### src/pgq_pkg.sv
// ----------------------------------------------------------------------------
// pgq_pkg
// Shared types and constants of the pinch gesture qualifier: beat layouts,
// result codes, register map and the plan handed from front to back.
// ----------------------------------------------------------------------------
package pgq_pkg;

    localparam int NUM_HANDS_DEF = 2;
    localparam int SLOT_COUNT    = 6;
    localparam int QUEUE_DEPTH   = 2;
    localparam int TIME_W        = 63;
    localparam int STR_W         = 11;
    localparam int PT_W          = 16;
    localparam int WIN_W         = 32;
    localparam int SWIPE_W       = 4;
    localparam int ADDR_W        = 5;
    localparam int DATA_W        = 32;

    localparam logic signed [PT_W-1:0] OFF_PLANE = 16'sd8192;

    localparam logic [STR_W-1:0] PRESS_TH_RST   = 11'd922;
    localparam logic [STR_W-1:0] RELEASE_TH_RST = 11'd614;
    localparam logic [STR_W-1:0] FREEZE_TH_RST  = 11'd512;
    localparam logic [WIN_W-1:0] DOUBLE_WIN_RST = 32'd300000000;
    localparam logic [WIN_W-1:0] LOCKOUT_RST    = 32'd2000000000;
    localparam logic [1:0]       HANDS_RST      = 2'b11;

    typedef enum logic [2:0] {
        KIND_MOVE,
        KIND_DOWN,
        KIND_UP,
        KIND_DOUBLE,
        KIND_SWIPE_L,
        KIND_SWIPE_R,
        KIND_SWIPE_U,
        KIND_SWIPE_D
    } kind_t;

    typedef enum logic [2:0] {
        REG_PRESS_TH,
        REG_RELEASE_TH,
        REG_FREEZE_TH,
        REG_DOUBLE_WIN,
        REG_LOCKOUT_WIN,
        REG_AIM_SUP,
        REG_SWIPE_SUP,
        REG_HANDS
    } reg_idx_t;

    typedef struct packed {
        logic                     hand;
        logic [TIME_W-1:0]        now_time;
        logic [TIME_W-1:0]        controller_time;
        logic                     tracked;
        logic [2:0]               aim_status;
        logic [STR_W-1:0]         pinch_strength;
        logic signed [PT_W-1:0]   point_x;
        logic signed [PT_W-1:0]   point_y;
        logic [SWIPE_W-1:0]       swipe_flags;
    } sample_t;

    typedef struct packed {
        logic [2:0]               event_kind;
        logic                     event_hand;
        logic [STR_W-1:0]         event_value;
        logic signed [PT_W-1:0]   pointer_x;
        logic signed [PT_W-1:0]   pointer_y;
        logic                     last;
    } result_t;

    typedef struct packed {
        logic [STR_W-1:0] press_threshold;
        logic [STR_W-1:0] release_threshold;
        logic [STR_W-1:0] freeze_threshold;
        logic [WIN_W-1:0] double_window;
        logic [WIN_W-1:0] lockout_window;
        logic             aim_supported;
        logic             swipes_supported;
        logic [1:0]       hands_present;
    } cfg_t;

    typedef struct packed {
        kind_t                  kind;
        logic                   hand;
        logic [STR_W-1:0]       value;
        logic signed [PT_W-1:0] x;
        logic signed [PT_W-1:0] y;
    } evt_t;

    typedef struct packed {
        logic [SLOT_COUNT-1:0] mask;
        evt_t [SLOT_COUNT-1:0] slot;
    } plan_t;

endpackage

### src/pinch_gesture_qualifier.sv
// ----------------------------------------------------------------------------
// pinch_gesture_qualifier
// Per-hand pinch sample qualifier: controller lockout, tracking loss,
// pointer freeze, press/release hysteresis, double pinch and swipe edges.
// ----------------------------------------------------------------------------
//  channel   signals                        beat
//  smp       smp_valid / smp_stall          one hand sample (sample_t)
//  evt       evt_valid / evt_stall          one result (result_t)
//  apb       psel penable pwrite paddr ...  one register write or read
//
//  A sample is classified in the cycle it is accepted; a sample may follow
//  every cycle while the two-entry plan queue has room.
//  Results leave one per cycle from the output register while evt_stall is
//  low; a sample with no results is not queued and produces no beat.
//  smp_stall is high only while the plan queue is full.
//  Reset clears the hand state flags and last press time (not the frozen pointer) and loads the register defaults.
// ----------------------------------------------------------------------------
module pinch_gesture_qualifier
    import pgq_pkg::*;
#(
    parameter int NUM_HANDS = NUM_HANDS_DEF
)
(
    input  logic              clk,
    input  logic              rst_n,
    input  logic              smp_valid,
    output logic              smp_stall,
    input  sample_t           smp_data,
    output logic              evt_valid,
    input  logic              evt_stall,
    output result_t           evt_data,
    input  logic              psel,
    input  logic              penable,
    input  logic              pwrite,
    input  logic [ADDR_W-1:0] paddr,
    input  logic [DATA_W-1:0] pwdata,
    output logic [DATA_W-1:0] prdata,
    output logic              pready
);

    cfg_t  cfg;
    plan_t plan, head;
    logic  take, push, full, pop, nonempty;

    assign smp_stall = full;
    assign take      = smp_valid && !full;
    assign push      = take && (plan.mask != '0);

    pgq_cfg u_cfg (
        .clk     (clk),
        .rst_n   (rst_n),
        .psel    (psel),
        .penable (penable),
        .pwrite  (pwrite),
        .paddr   (paddr),
        .pwdata  (pwdata),
        .prdata  (prdata),
        .pready  (pready),
        .cfg     (cfg)
    );

    pgq_front #(
        .NUM_HANDS (NUM_HANDS)
    ) u_front (
        .clk   (clk),
        .rst_n (rst_n),
        .smp   (smp_data),
        .take  (take),
        .cfg   (cfg),
        .plan  (plan)
    );

    pgq_queue #(
        .DEPTH (QUEUE_DEPTH)
    ) u_queue (
        .clk      (clk),
        .rst_n    (rst_n),
        .push     (push),
        .din      (plan),
        .full     (full),
        .pop      (pop),
        .dout     (head),
        .nonempty (nonempty)
    );

    pgq_back u_back (
        .clk        (clk),
        .rst_n      (rst_n),
        .head       (head),
        .head_valid (nonempty),
        .pop        (pop),
        .evt_valid  (evt_valid),
        .evt_stall  (evt_stall),
        .evt_data   (evt_data)
    );

endmodule

### src/pgq_cfg.sv
// ----------------------------------------------------------------------------
// pgq_cfg
// APB register file: thresholds, windows and capability bits.
// ----------------------------------------------------------------------------
module pgq_cfg
    import pgq_pkg::*;
(
    input  logic              clk,
    input  logic              rst_n,
    input  logic              psel,
    input  logic              penable,
    input  logic              pwrite,
    input  logic [ADDR_W-1:0] paddr,
    input  logic [DATA_W-1:0] pwdata,
    output logic [DATA_W-1:0] prdata,
    output logic              pready,
    output cfg_t              cfg
);

    cfg_t     cfg_reg;
    reg_idx_t idx;
    logic     wr;

    assign idx    = reg_idx_t'(paddr[ADDR_W-1:2]);
    assign wr     = psel && penable && pwrite;
    assign pready = 1'b1;
    assign cfg    = cfg_reg;

    always_ff @(posedge clk or negedge rst_n)
    begin
        if (!rst_n)
        begin
            cfg_reg.press_threshold   <= PRESS_TH_RST;
            cfg_reg.release_threshold <= RELEASE_TH_RST;
            cfg_reg.freeze_threshold  <= FREEZE_TH_RST;
            cfg_reg.double_window     <= DOUBLE_WIN_RST;
            cfg_reg.lockout_window    <= LOCKOUT_RST;
            cfg_reg.aim_supported     <= 1'b0;
            cfg_reg.swipes_supported  <= 1'b0;
            cfg_reg.hands_present     <= HANDS_RST;
        end
        else if (wr)
        begin
            case (idx)
                REG_PRESS_TH:    cfg_reg.press_threshold   <= pwdata[STR_W-1:0];
                REG_RELEASE_TH:  cfg_reg.release_threshold <= pwdata[STR_W-1:0];
                REG_FREEZE_TH:   cfg_reg.freeze_threshold  <= pwdata[STR_W-1:0];
                REG_DOUBLE_WIN:  cfg_reg.double_window     <= pwdata[WIN_W-1:0];
                REG_LOCKOUT_WIN: cfg_reg.lockout_window    <= pwdata[WIN_W-1:0];
                REG_AIM_SUP:     cfg_reg.aim_supported     <= pwdata[0];
                REG_SWIPE_SUP:   cfg_reg.swipes_supported  <= pwdata[0];
                REG_HANDS:       cfg_reg.hands_present     <= pwdata[1:0];
                default:         ;
            endcase
        end
    end

    always_comb
    begin
        prdata = '0;
        case (idx)
            REG_PRESS_TH:    prdata = DATA_W'(cfg_reg.press_threshold);
            REG_RELEASE_TH:  prdata = DATA_W'(cfg_reg.release_threshold);
            REG_FREEZE_TH:   prdata = DATA_W'(cfg_reg.freeze_threshold);
            REG_DOUBLE_WIN:  prdata = DATA_W'(cfg_reg.double_window);
            REG_LOCKOUT_WIN: prdata = DATA_W'(cfg_reg.lockout_window);
            REG_AIM_SUP:     prdata = DATA_W'(cfg_reg.aim_supported);
            REG_SWIPE_SUP:   prdata = DATA_W'(cfg_reg.swipes_supported);
            REG_HANDS:       prdata = DATA_W'(cfg_reg.hands_present);
            default:         prdata = '0;
        endcase
    end

endmodule

### src/pgq_front.sv
// ----------------------------------------------------------------------------
// pgq_front
// Sample classifier: lockout, tracking loss, freeze, press/release
// hysteresis, double pinch and swipe edges. Holds the per-hand state and
// builds a plan of up to six result slots for each accepted sample.
// ----------------------------------------------------------------------------
module pgq_front
    import pgq_pkg::*;
#(
    parameter int NUM_HANDS = NUM_HANDS_DEF
)
(
    input  logic    clk,
    input  logic    rst_n,
    input  sample_t smp,
    input  logic    take,
    input  cfg_t    cfg,
    output plan_t   plan
);

    localparam int HW     = (NUM_HANDS < 2) ? 2 : NUM_HANDS;
    localparam int HIDX_W = $clog2(HW);

    logic [HW-1:0]      pinching_reg, pinching_next;
    logic [HW-1:0]      suppress_reg, suppress_next;
    logic [HW-1:0]      frozen_reg,   frozen_next;
    logic [PT_W-1:0]    frozen_x_reg [HW];
    logic [PT_W-1:0]    frozen_y_reg [HW];
    logic [SWIPE_W-1:0] prev_swipes_reg [HW];
    logic [SWIPE_W-1:0] prev_swipes_next;
    logic [TIME_W-1:0]  last_press_reg, last_press_next;

    logic [HIDX_W-1:0]        hidx;
    logic signed [TIME_W:0]   lock_diff;
    logic signed [TIME_W:0]   dbl_diff;
    logic                     lock_hit;
    logic                     in_window;
    logic                     hand_ok;
    logic                     computed;
    logic                     lost;
    logic                     any_active;
    logic [STR_W-1:0]         pinch;
    logic signed [PT_W-1:0]   x_sel, y_sel, x_out, y_out;
    logic [SWIPE_W-1:0]       rising;
    logic                     fz_we;

    function automatic evt_t mk_evt(kind_t k, logic h, logic [STR_W-1:0] v,
                                    logic signed [PT_W-1:0] px,
                                    logic signed [PT_W-1:0] py);
        evt_t e;
        e.kind  = k;
        e.hand  = h;
        e.value = v;
        e.x     = px;
        e.y     = py;
        return e;
    endfunction

    assign hidx      = HIDX_W'(smp.hand);
    assign lock_diff = $signed({1'b0, smp.now_time}) - $signed({1'b0, smp.controller_time});
    assign dbl_diff  = $signed({1'b0, smp.now_time}) - $signed({1'b0, last_press_reg});
    assign lock_hit  = (cfg.hands_present != 2'b00) && (smp.controller_time != '0)
                       && (lock_diff < $signed({1'b0, 31'b0, cfg.lockout_window}));
    assign in_window = (last_press_reg != '0)
                       && (dbl_diff <= $signed({1'b0, 31'b0, cfg.double_window}));
    assign hand_ok   = (int'(smp.hand) < NUM_HANDS) && cfg.hands_present[smp.hand];
    assign computed  = cfg.aim_supported && smp.aim_status[0];
    assign lost      = !smp.tracked || (computed && smp.aim_status[2]);
    assign any_active = |(pinching_reg | frozen_reg);
    assign pinch     = computed ? smp.pinch_strength : '0;
    assign x_sel     = (computed && smp.aim_status[1]) ? smp.point_x : OFF_PLANE;
    assign y_sel     = (computed && smp.aim_status[1]) ? smp.point_y : OFF_PLANE;
    assign rising    = smp.swipe_flags & ~prev_swipes_reg[hidx];

    always_comb
    begin
        pinching_next    = pinching_reg;
        suppress_next    = suppress_reg;
        frozen_next      = frozen_reg;
        prev_swipes_next = prev_swipes_reg[hidx];
        last_press_next  = last_press_reg;
        fz_we            = 1'b0;
        x_out            = x_sel;
        y_out            = y_sel;
        plan.mask        = '0;
        for (int s = 0; s < SLOT_COUNT; s++)
        begin
            plan.slot[s] = mk_evt(KIND_MOVE, smp.hand, '0, '0, '0);
        end

        if (lock_hit)
        begin
            for (int i = 0; i < 2; i++)
            begin
                if (i < NUM_HANDS)
                begin
                    plan.mask[i]     = pinching_reg[i] && !suppress_reg[i];
                    plan.slot[i]     = mk_evt(KIND_UP, 1'(i), '0, '0, '0);
                    plan.mask[2 + i] = any_active;
                    plan.slot[2 + i] = mk_evt(KIND_MOVE, 1'(i), '0, OFF_PLANE, OFF_PLANE);
                end
            end
            pinching_next   = '0;
            suppress_next   = '0;
            frozen_next     = '0;
            last_press_next = '0;
        end
        else if (hand_ok)
        begin
            if (lost)
            begin
                plan.mask[0] = pinching_reg[hidx] && !suppress_reg[hidx];
                plan.slot[0] = mk_evt(KIND_UP, smp.hand, '0, '0, '0);
                plan.mask[1] = 1'b1;
                plan.slot[1] = mk_evt(KIND_MOVE, smp.hand, '0, OFF_PLANE, OFF_PLANE);
                pinching_next[hidx] = 1'b0;
                suppress_next[hidx] = 1'b0;
                frozen_next[hidx]   = 1'b0;
                if (!smp.tracked)
                begin
                    prev_swipes_next = '0;
                end
            end
            else
            begin
                if (pinch >= cfg.freeze_threshold)
                begin
                    frozen_next[hidx] = 1'b1;
                    if (frozen_reg[hidx])
                    begin
                        x_out = $signed(frozen_x_reg[hidx]);
                        y_out = $signed(frozen_y_reg[hidx]);
                    end
                    else
                    begin
                        fz_we = 1'b1;
                    end
                end
                else
                begin
                    frozen_next[hidx] = 1'b0;
                end
                plan.mask[0] = 1'b1;
                plan.slot[0] = mk_evt(KIND_MOVE, smp.hand, '0, x_out, y_out);

                if (!pinching_reg[hidx] && pinch >= cfg.press_threshold)
                begin
                    pinching_next[hidx] = 1'b1;
                    plan.mask[1]        = 1'b1;
                    if (in_window)
                    begin
                        suppress_next[hidx] = 1'b1;
                        last_press_next     = '0;
                        plan.slot[1] = mk_evt(KIND_DOUBLE, smp.hand, pinch, '0, '0);
                    end
                    else
                    begin
                        suppress_next[hidx] = 1'b0;
                        last_press_next     = smp.now_time;
                        plan.slot[1] = mk_evt(KIND_DOWN, smp.hand, pinch, '0, '0);
                    end
                end
                else if (pinching_reg[hidx] && pinch <= cfg.release_threshold)
                begin
                    pinching_next[hidx] = 1'b0;
                    suppress_next[hidx] = 1'b0;
                    plan.mask[1] = !suppress_reg[hidx];
                    plan.slot[1] = mk_evt(KIND_UP, smp.hand, pinch, '0, '0);
                end

                if (cfg.swipes_supported && smp.swipe_flags != prev_swipes_reg[hidx])
                begin
                    for (int i = 0; i < SWIPE_W; i++)
                    begin
                        plan.mask[2 + i] = rising[i];
                        plan.slot[2 + i] = mk_evt(kind_t'(3'(KIND_SWIPE_L) + 3'(i)),
                                                  smp.hand, '0, '0, '0);
                    end
                    prev_swipes_next = smp.swipe_flags;
                end
            end
        end
    end

    always_ff @(posedge clk or negedge rst_n)
    begin
        if (!rst_n)
        begin
            pinching_reg   <= '0;
            suppress_reg   <= '0;
            frozen_reg     <= '0;
            last_press_reg <= '0;
            for (int i = 0; i < HW; i++)
            begin
                prev_swipes_reg[i] <= '0;
            end
        end
        else if (take)
        begin
            pinching_reg          <= pinching_next;
            suppress_reg          <= suppress_next;
            frozen_reg            <= frozen_next;
            last_press_reg        <= last_press_next;
            prev_swipes_reg[hidx] <= prev_swipes_next;
        end
    end

    always_ff @(posedge clk)
    begin
        if (take && fz_we)
        begin
            frozen_x_reg[hidx] <= x_sel;
            frozen_y_reg[hidx] <= y_sel;
        end
    end

endmodule

### src/pgq_queue.sv
// ----------------------------------------------------------------------------
// pgq_queue
// Short plan queue between classifier and result serializer.
// ----------------------------------------------------------------------------
module pgq_queue
    import pgq_pkg::*;
#(
    parameter int DEPTH = QUEUE_DEPTH
)
(
    input  logic  clk,
    input  logic  rst_n,
    input  logic  push,
    input  plan_t din,
    output logic  full,
    input  logic  pop,
    output plan_t dout,
    output logic  nonempty
);

    localparam int PTR_W = $clog2(DEPTH);
    localparam int CNT_W = $clog2(DEPTH + 1);

    plan_t             entry_reg [DEPTH];
    logic [PTR_W-1:0]  wr_ptr_reg, rd_ptr_reg;
    logic [CNT_W-1:0]  count_reg;

    assign full     = (count_reg == CNT_W'(DEPTH));
    assign nonempty = (count_reg != '0);
    assign dout     = entry_reg[rd_ptr_reg];

    always_ff @(posedge clk or negedge rst_n)
    begin
        if (!rst_n)
        begin
            wr_ptr_reg <= '0;
            rd_ptr_reg <= '0;
            count_reg  <= '0;
        end
        else
        begin
            if (push)
            begin
                wr_ptr_reg <= (wr_ptr_reg == PTR_W'(DEPTH - 1)) ? '0 : wr_ptr_reg + 1'b1;
            end
            if (pop)
            begin
                rd_ptr_reg <= (rd_ptr_reg == PTR_W'(DEPTH - 1)) ? '0 : rd_ptr_reg + 1'b1;
            end
            if (push && !pop)
            begin
                count_reg <= count_reg + 1'b1;
            end
            else if (pop && !push)
            begin
                count_reg <= count_reg - 1'b1;
            end
        end
    end

    always_ff @(posedge clk)
    begin
        if (push)
        begin
            entry_reg[wr_ptr_reg] <= din;
        end
    end

endmodule

### src/pgq_back.sv
// ----------------------------------------------------------------------------
// pgq_back
// Result serializer: walks the live slots of the head plan, one beat per
// cycle while evt_stall is low, into the output register.
// ----------------------------------------------------------------------------
module pgq_back
    import pgq_pkg::*;
(
    input  logic    clk,
    input  logic    rst_n,
    input  plan_t   head,
    input  logic    head_valid,
    output logic    pop,
    output logic    evt_valid,
    input  logic    evt_stall,
    output result_t evt_data
);

    logic [SLOT_COUNT-1:0] done_reg;
    logic [SLOT_COUNT-1:0] rem, pick;
    logic                  is_last;
    logic                  load;
    logic                  out_valid_reg;
    result_t               out_data_reg;
    evt_t                  sel;

    assign rem     = head.mask & ~done_reg;
    assign pick    = rem & (~rem + 1'b1);
    assign is_last = ((rem & ~pick) == '0);
    assign load    = head_valid && (!out_valid_reg || !evt_stall);
    assign pop     = load && is_last;

    always_comb
    begin
        sel = '0;
        for (int s = 0; s < SLOT_COUNT; s++)
        begin
            if (pick[s])
            begin
                sel = head.slot[s];
            end
        end
    end

    always_ff @(posedge clk or negedge rst_n)
    begin
        if (!rst_n)
        begin
            done_reg      <= '0;
            out_valid_reg <= 1'b0;
        end
        else
        begin
            if (load)
            begin
                done_reg      <= is_last ? '0 : (done_reg | pick);
                out_valid_reg <= 1'b1;
            end
            else if (!evt_stall)
            begin
                out_valid_reg <= 1'b0;
            end
        end
    end

    always_ff @(posedge clk)
    begin
        if (load)
        begin
            out_data_reg.event_kind  <= sel.kind;
            out_data_reg.event_hand  <= sel.hand;
            out_data_reg.event_value <= sel.value;
            out_data_reg.pointer_x   <= sel.x;
            out_data_reg.pointer_y   <= sel.y;
            out_data_reg.last        <= is_last;
        end
    end

    assign evt_valid = out_valid_reg;
    assign evt_data  = out_data_reg;

endmodule

### config.mk
export PLATFORM = sky130hd
export DESIGN_NAME = pinch_gesture_qualifier
export DESIGN_NICKNAME = d
export VERILOG_FILES = /design/src/pgq_pkg.sv /design/src/pinch_gesture_qualifier.sv /design/src/pgq_cfg.sv /design/src/pgq_front.sv /design/src/pgq_queue.sv /design/src/pgq_back.sv
export SDC_FILE = /design/constraint.sdc
export NUM_CORES = 1
export LEC_CHECK = 0
export BUFFER_PORTS_ARGS = -buffer_cell sky130_fd_sc_hd__buf_2
export CAP_MARGIN = 20
export CORE_UTILIZATION = 50
export CTS_CLUSTER_DIAMETER = 120
export DETAILED_ROUTE_END_ITERATION = 10
export PLACE_DENSITY_LB_ADDON = 0.15
export SLEW_MARGIN = 20
export SYNTH_ARGS = -nofsm -noshare
export SYNTH_HDL_FRONTEND = slang
export SYNTH_HIERARCHICAL = 1
export SYNTH_SLANG_ARGS = --single-unit
### constraint.sdc
create_clock -name clk -period 19.35 [get_ports clk]
set_input_delay 2.9025 -clock clk [delete_from_list [all_inputs] [get_ports clk]]
set_output_delay 2.9025 -clock clk [all_outputs]
set_load 0.02 [all_outputs]
==> results of run 1 <==
[report_power, final]
| part | internal (mW) | switching [mW] | leakage, nW |
|---|---|---|---|
| Clock | 1.07 | 0.747 | 1.53 |
| Sequential | 2.52 | 0.176 | 8.78 |
| Combinational | 1.15 | 1.74 | 12.8 |
| Total | 4.74 | 2.66 | 23.1 |
[metal layers]
| layer | vias to the layer above | GRT usage, % | routed length, um |
|---|---|---|---|
| met5 | - | 0 | 0 |
| met4 | 0 | 9.12 | 4750 |
| met3 | 219 | 2.91 | 5760 |
| met2 | 925 | 46.9 | 72500 |
| met1 | 17700 | 33.2 | 59100 |
| li1 | 16800 | - | - |
[per-stage QoR]
step | setup slack (ns) | cells
final | 8.05 | 6121
after floorplan | 3.60 | 4698
after CTS | 7.62 | 6114
after detailed placement | 6.89 | 5936
after global placement | 6.89 | 5936
after global routing | 7.73 | 6121
[cell usage after synthesis, types with 47 or more instances]
| library cell | instances | share of area, % |
|---|---|---|
| a211oi_1 | 48 | 0.69 |
| a21oi_1 | 212 | 2.0 |
| a22o_1 | 89 | 1.5 |
| and3b_1 | 47 | 0.79 |
| and4_1 | 58 | 0.98 |
| buf_2 | 82 | 0.79 |
| buf_4 | 238 | 3.4 |
| clkbuf_1 | 115 | 0.83 |
| dfrtp_1 | 152 | 7.3 |
| edfxtp_1 | 688 | 40 |
| ha_1 | 227 | 5.5 |
| inv_1 | 269 | 1.9 |
| mux2_2 | 184 | 4.0 |
| mux2_4 | 210 | 6.1 |
| mux2i_1 | 58 | 1.1 |
| nand2_1 | 231 | 1.7 |
| nand4_1 | 92 | 1.1 |
| nor2_1 | 250 | 1.8 |
| nor3_1 | 186 | 1.8 |
| nor4_1 | 49 | 0.59 |
| o211a_1 | 54 | 1.0 |
| o21ai_0 | 136 | 1.3 |
[cell type report]
class                           instances  share of cell area (%)
Antenna cell                            4                  0.0177
Clock buffer                          127                    4.48
Clock inverter                         51                    1.07
Inverter                              269                    1.78
Multi-Input combinational cell       3074                    41.4
Sequential cell                       877                    44.9
Tap cell                             1380                    3.05
Timing Repair Buffer                  339                    3.30
[cell usage in the layout, fill, tap and decap left out, types with 22 or more instances in the layout]
cell,count
a31oi_1,23
conb_1,217
clkbuf_16,96
nand4_1,92
o211a_1,54
nand2_1,231
o211ai_1,31
inv_1,269
dfstp_2,37
nor3_1,186
o21a_1,43
nand3_1,28
buf_4,32
xnor2_1,45
nor2_1,244
mux2_2,184
a21o_1,44
mux2i_1,58
dfrtp_1,151
a211oi_1,48
nor4_1,46
a31o_1,27
ha_1,227
and4_1,58
buf_2,300
nor2b_1,22
o21ai_0,136
mux2_4,210
and3b_1,47
edfxtp_1,688
a21oi_1,212
a22o_1,89
and2_1,42
o32ai_1,41
clkbuf_1,29
xor2_1,45
nand2b_1,22
[worst paths after layout]
kind,endpoint,slack [ns],cells past startpoint,from
worst max register to register,u_queue/entry_reg[1][66]$_DFFE_PP_,12.02,21,u_cfg/cfg[22]$_DFFE_PN1P_
max in group asynchronous,u_front/last_press_reg[56]$_DFFE_PN0P_,14.94,3,rst_n
worst min register to register,u_front/prev_swipes_reg[0]$_DFFE_PN0P_,0.49,1,u_front/prev_swipes_reg[0]$_DFFE_PN0P_
worst max-delay path,u_queue/entry_reg[1][66]$_DFFE_PP_,8.05,30,smp_data[58]
worst min-delay path,u_front/prev_swipes_reg[0]$_DFFE_PN0P_,0.49,1,u_front/prev_swipes_reg[0]$_DFFE_PN0P_
min in group asynchronous,u_cfg/cfg[54]$_DFFE_PN0P_,2.16,1,rst_n
[cell families after synthesis]
kind of cell,Yosys count,share of synthesized area [%]
AND/OR/NAND/NOR,1110,11.3
AO/OA/AOI/OAI,955,13.3
flip-flops,877,48.9
buffers and inverters,747,7.89
multiplexers,471,11.6
adder cells (fa/ha/maj),231,5.57
XOR/XNOR,90,1.51
other,2,0.0144
[worst max-delay path, delay by kind of cell]
kind                     cells  cell delay [ns]
buffers and inverters        6             2.34
XOR/XNOR                     1             0.11
AND/OR/NAND/NOR             12             2.45
adder cells (fa/ha/maj)      2             0.74
AO/OA/AOI/OAI                9             2.83
==> metrics.yaml, run 1 <==
outcome:
  status: "complete, no violations"
setup_path:
  path_class: "in -> reg"
  critical_path.slowest_cell: "buf_4"
  cp-end-kind: "flop"
  cp-start-kind: "primary input"
  crit_required_ns: 19.64
  max_stage_delay_ns: 0.89
  cp.arrival_ns: 11.60
  critPathMaxFanout: 141
routing:
  vias: 35600
  first_pass_iters: 6
  routedWlPerCell_um: 23.2
  drt-initial-drc-count: 2486
  drt_wl_total_um: 142000
  viasPerCell: 5.82
  drc_errors: 0
  antenna_left: 0
sta:
  tightest_slew_ns: 1.13
  fin_crit_sh_pct: 58.4
  max_slew_margin_pct: 24.9
  setup_tns_ns: 0
  hold_viol_final: 0
  finalClockSkew_ns: 0.0470
  min_period_ns: 11.30
  hold_slack_ns: 0.490
  finalMaxSlewViolations: 0
  rsz0062_at_grt: "no"
  fmax_mhz: 88.5
  setup_viol: 0
placed_design:
  place_congestion: 0.938
  port_buffers: 301
  placed_area_um2: 53400
  place.detailed.hpwl_um: 100000
layout:
  final_area_um2: 56600
  fin_util_pct: 54.8
  syn2layout_area_growth_pct: 8.77
  drive_gt1_share_pct: 20.8
  num-fill-cells: 9081
  area.sequential_um2: 25400
  largest_register_ffs: 576
  multi_input_area_um2: 23400
  final_nets: 5107
cts:
  cts_buffers: 95
  postCtsHoldBufs: 0
  cts.clk_slew.worst_paths_ns: 0.06
  cts.sinks: 877
  cts_tree: "done"
  cts_buffer_depth: 3
  cts.htree.levels: 3
  clkLatencyLatePin_ns: 0.68
  cts_resized: 0
  cts_setup_buffers: 0
  clock-root-buffer: "clkbuf_16"
run:
  cap_violations: 0
floorplan:
  core_area_um2: 103000
  die_w_um: 325
  start_util_pct: 50.4
  die_y_um: 325
  row_count: 118
  io_pins: 305
  die_area_um2: 105000
yosys:
  synth_edf_count: 688
  ys.flop_type: "edfxtp_1"
  syn_area_per_cell_um2: 11.6
  synth-seq-cells: 877
  synthArstFlopShare_pct: 21.6
  netlist_instances: 4483
  ys_warn_count: 6
  syn_area_um2: 52100
  ys_seq_area_share_pct: 48.9
  synth_cell_types: 118
grt:
  overflow: 0
  antenna_found_initial: 4
  grt_max_degree: 142
  grt_pass1_vias: 35300
  track_usage_pct: 26.4
  grt_pass1_wl_um: 213000
hold_path:
  min_path_type: "reg -> reg"
pwr:
  p_total_mw: 7.40
  powerDensity_nw_per_um2: 131
  irDropWorstVdd_mv: 0.134
  p_leak_nw: 23.1
Power figures use the tool's default switching activity.
==> run 2: changes to the inputs <==
--- a/config.mk
+++ b/config.mk
@@ -5,6 +5,7 @@
 export SDC_FILE = /design/constraint.sdc
 export NUM_CORES = 1
 export LEC_CHECK = 0
+export ABC_AREA = 1
 export BUFFER_PORTS_ARGS = -buffer_cell sky130_fd_sc_hd__buf_2
 export CAP_MARGIN = 20
 export CORE_UTILIZATION = 50
==> constraint.sdc (replaced) <==
create_clock -name clk -period 10.4 [get_ports clk]
set_input_delay 1.56 -clock clk [delete_from_list [all_inputs] [get_ports clk]]
set_output_delay 1.56 -clock clk [all_outputs]
set_load 0.02 [all_outputs]
==> metrics.yaml, run 2 <==
outcome:
  status: "complete, no violations"  # unchanged
grt:
  grt_use_met1_pct: 37.4  # was 33.2%
  antenna_found_initial: 14  # was 4
  overflow: 0  # unchanged
  grtUsageMet2_pct: 46.8  # was 46.9%
  grt_max_degree: 146  # was 142
  track_usage_pct: 28.2  # was 26.4%
  top_usage_layer: "met2"  # unchanged
  grt_pass1_wl_um: 230000  # was 213000 um
  grt_pass1_vias: 38400  # was 35300
  met3_usage_pct: 4.14  # was 2.91%
yosys:
  yosysMostFrequentCell: "nand2_1"  # was edfxtp_1
  ys_seq_area_share_pct: 47.1  # was 48.9%
  synthArstFlopShare_pct: 21.6  # unchanged
  synth_top_cell_area_share_pct: 38.3  # was 39.7%
  yosys-top-cells-area: "edfxtp_1 (38%), nand2_1 (13%), dfrtp_1 (7.0%), inv_1 (6.6%), mux2_4 (5.6%)"  # was edfxtp_1 (40%), dfrtp_1 (7.3%), mux2_4 (6.1%), ha_1 (5.5%), mux2_2 (4.0%)
  synth-seq-cells: 877  # unchanged
  post_synth_most_frequent_cells: "nand2_1 (1857), inv_1 (946), edfxtp_1 (688)"  # was edfxtp_1 (688), inv_1 (269), nor2_1 (250)
  syn_area_per_cell_um2: 8.79  # was 11.6 um2
  synth_edf_count: 688  # unchanged
  synth_cell_types: 58  # was 118
  netlist_instances: 6144  # was 4483
  yosysTopAreaCell: "edfxtp_1"  # unchanged
  ys_warn_count: 6  # unchanged
  ys.flop_type: "edfxtp_1"  # unchanged
  syn_area_um2: 54000  # was 52100 um2
layout:
  area.sequential_um2: 25400  # unchanged
  final_cell_mix: "nand2_1 (1855), inv_1 (942), edfxtp_1 (688)"  # was edfxtp_1 (688), buf_2 (300), inv_1 (269)
  mostFrequentLayoutCell: "nand2_1"  # was edfxtp_1
  largest_register_ffs: 576  # unchanged
  num-fill-cells: 10000  # was 9081
  final_nets: 6853  # was 5107
  drive_gt1_share_pct: 14.0  # was 20.8%
  final_area_um2: 58900  # was 56600 um2
  multi_input_area_um2: 23000  # was 23400 um2
  syn2layout_area_growth_pct: 9.10  # was 8.77%
setup_path:
  cp-end-kind: "flop"  # unchanged
  cp-start-kind: "primary input"  # unchanged
  reg2reg_slack_ns: 4.54  # was 12.02 ns
  timing.rr.end: "u_front/last_press_reg[51]$_DFFE_PN0P_"  # was u_queue/entry_reg[1][66]$_DFFE_PP_
  cp.arrival_ns: 8.39  # was 11.60 ns
  critPathMaxFanout: 140  # was 141
  crit_required_ns: 10.70  # was 19.64 ns
  max_stage_delay_ns: 0.72  # was 0.89 ns
  critical_path.slowest_cell: "buf_4"  # unchanged
  regToRegStartpoint: "u_front/last_press_reg[6]$_DFFE_PN0P_"  # was u_cfg/cfg[22]$_DFFE_PN1P_
  path_class: "in -> reg"  # unchanged
  rr_worst_depth: 31  # was 21
cts:
  cts.htree.levels: 3  # unchanged
  postCtsHoldBufs: 0  # unchanged
  cts_setup_buffers: 0  # unchanged
  cts_buffers: 95  # unchanged
  cts_tree: "done"  # unchanged
  cts.sinks: 877  # unchanged
  cts.clk_slew.worst_paths_ns: 0.06  # about the same
  clkLatencyLatePin_ns: 0.69  # was 0.68 ns
  clock-root-buffer: "clkbuf_16"  # unchanged
  cts_buffer_depth: 3  # unchanged
  cts_resized: 0  # unchanged
pwr:
  seqPwrFrac_pct: 35.9  # was 36.4%
  power_switching_mw: 5.39  # was 2.66 mW
  powerDensity_nw_per_um2: 241  # was 131 nW/um2
  irDropWorstVdd_mv: 0.251  # was 0.134 mV
  clkPwrFrac_pct: 24.1  # was 24.6%
  p_leak_nw: 28.0  # was 23.1 nW
  share_comb_of_total_power_pct: 40.0  # was 39.0%
  swShare_pct: 38.1  # was 35.9%
  p_int_mw: 8.78  # was 4.74 mW
routing:
  vias: 40500  # was 35600
  drt_wl_total_um: 156000  # was 142000 um
  drt-initial-drc-count: 3101  # was 2486
  viasPerCell: 5.13  # was 5.82
  first_pass_iters: 6  # unchanged
  antenna_left: 0  # unchanged
  routedWlPerCell_um: 19.7  # was 23.2 um
  drc_errors: 0  # unchanged
hold_path:
  min_from: "u_front/prev_swipes_reg[7]$_DFFE_PN0P_"  # was u_front/prev_swipes_reg[0]$_DFFE_PN0P_
  min_path_type: "reg -> reg"  # unchanged
  min_path_cells: 2  # was 1
  worstHoldEndpoint: "u_front/prev_swipes_reg[7]$_DFFE_PN0P_"  # was u_front/prev_swipes_reg[0]$_DFFE_PN0P_
sta:
  fin_crit_sh_pct: 77.7
  setup_viol: 0  # unchanged
  fmax_mhz: 124
  tightest_slew_ns: 1.13  # about the same
  finalMaxSlewViolations: 0  # unchanged
  hold_viol_final: 0  # unchanged
  setup_tns_ns: 0  # unchanged
  finalClockSkew_ns: 0.0525  # was 0.0470 ns
  rsz0062_at_grt: "no"  # unchanged
  max_slew_margin_pct: 24.7  # was 24.9%
  min_period_ns: 8.08
floorplan:
  die_y_um: 331  # was 325 um
  core_area_um2: 107000  # was 103000 um2
  die_w_um: 331  # was 325 um
  row_count: 120  # was 118
  io_pins: 305  # unchanged
  start_util_pct: 50.4  # about the same
  die_area_um2: 109000  # was 105000 um2
placed_design:
  place_congestion: 1.00  # was 0.938
  port_buffers: 301  # unchanged
  place.detailed.hpwl_um: 118000  # was 100000 um
  placed_area_um2: 55600  # was 53400 um2
run:
  cap_violations: 0  # unchanged
## run 2: cell count changes after synthesis, sizes merged, moves of 58 or more
cell	before	now
a22o	89	21
and4	58	0
clkbuf	117	36
inv	269	956
mux2	411	288
nand2	231	1873
nand3	29	231
nand4	94	166
nor2	250	413
nor3	188	73
## run 2: worst max-delay path by stage
stage                       start                                  end  cells after the start
finish              smp_data[114]  u_queue/entry_reg[1][211]$_DFFE_PP_                     32
global route        smp_data[114]  u_queue/entry_reg[1][118]$_DFFE_PP_                     32
CTS                 smp_data[114]   u_queue/entry_reg[1][22]$_DFFE_PP_                     32
detailed placement  smp_data[114]  u_queue/entry_reg[1][163]$_DFFE_PP_                     32
global placement    smp_data[114]  u_queue/entry_reg[1][163]$_DFFE_PP_                     32
floorplan           smp_data[114]    u_queue/entry_reg[0][0]$_DFFE_PP_                     28
## run 2: power groups by stage
stage,logic (mW),registers (mW),clock network [mW]
after global placement,5.62,5.12,0
after global routing,6.24,5.16,3.64
after floorplan,4.06,5.25,0
after detailed placement,5.67,5.15,0
final,5.67,5.08,3.42
after CTS,5.70,5.09,3.50
## run 2: area by class of cell
cell class / count / area share (%)
flip-flops and latches: 877 / 43.2
multi-input cells: 4134 / 39.0
inverters: 957 / 6.14
clock buffers: 116 / 4.29
repair buffers: 337 / 3.22
well taps: 1403 / 2.98
clock inverters: 62 / 1.14
diodes: 9 / 0.0382
## run 2: cells by family (layout without fill, tap and decap cells)
| logic type | Yosys count | in the layout | synth area share, % |
|---|---|---|---|
| other cells | 2 | 226 | 0.0139 |
| simple gates | 2827 | 2827 | 21.8 |
| buf+inv | 1348 | 1472 | 11.9 |
| compound gates | 506 | 506 | 5.28 |
| xor+xnor | 65 | 65 | 1.05 |
| flops | 877 | 877 | 47.1 |
| fa+ha+maj | 229 | 229 | 5.34 |
| mux | 290 | 290 | 7.44 |
## run 2: critical path, delay by kind of cell
kind / cells / cell delay (ns)
AOI/OAI and AO/OA: 1 / 0.19
xor gates and xnor gates: 1 / 0.23
adders and majority gates: 3 / 0.91
buffers and inverters: 7 / 1.80
and+or+nand+nor: 20 / 3.52
## run 2: metrics by stage
stage / total power [mW] / std cells / hold WS, ns / utilization [%] / worst slack [ns]
after global routing: 15.0 / 7886 / 0.494 / 55.0 / 1.60
after CTS: 14.3 / 7884 / 0.476 / 55.0 / 2.18
final: 14.2 / 7895 / 0.478 / 55.0 / 2.32
after floorplan: 9.31 / 6359 / 0.442 / - / 0.811
after global placement: 10.7 / 7706 / 0.457 / 52.0 / 1.48
after detailed placement: 10.8 / 7706 / 0.462 / 52.0 / 1.45
## run 2: per-layer routing
| layer | share of wire, % | vias to the layer above |
|---|---|---|
| met2 | 47 | 994 |
| li1 | - | 20200 |
| met5 | 0.055 | - |
| met3 | 5.6 | 218 |
| met1 | 44 | 19200 |
| met4 | 3.5 | 14 |
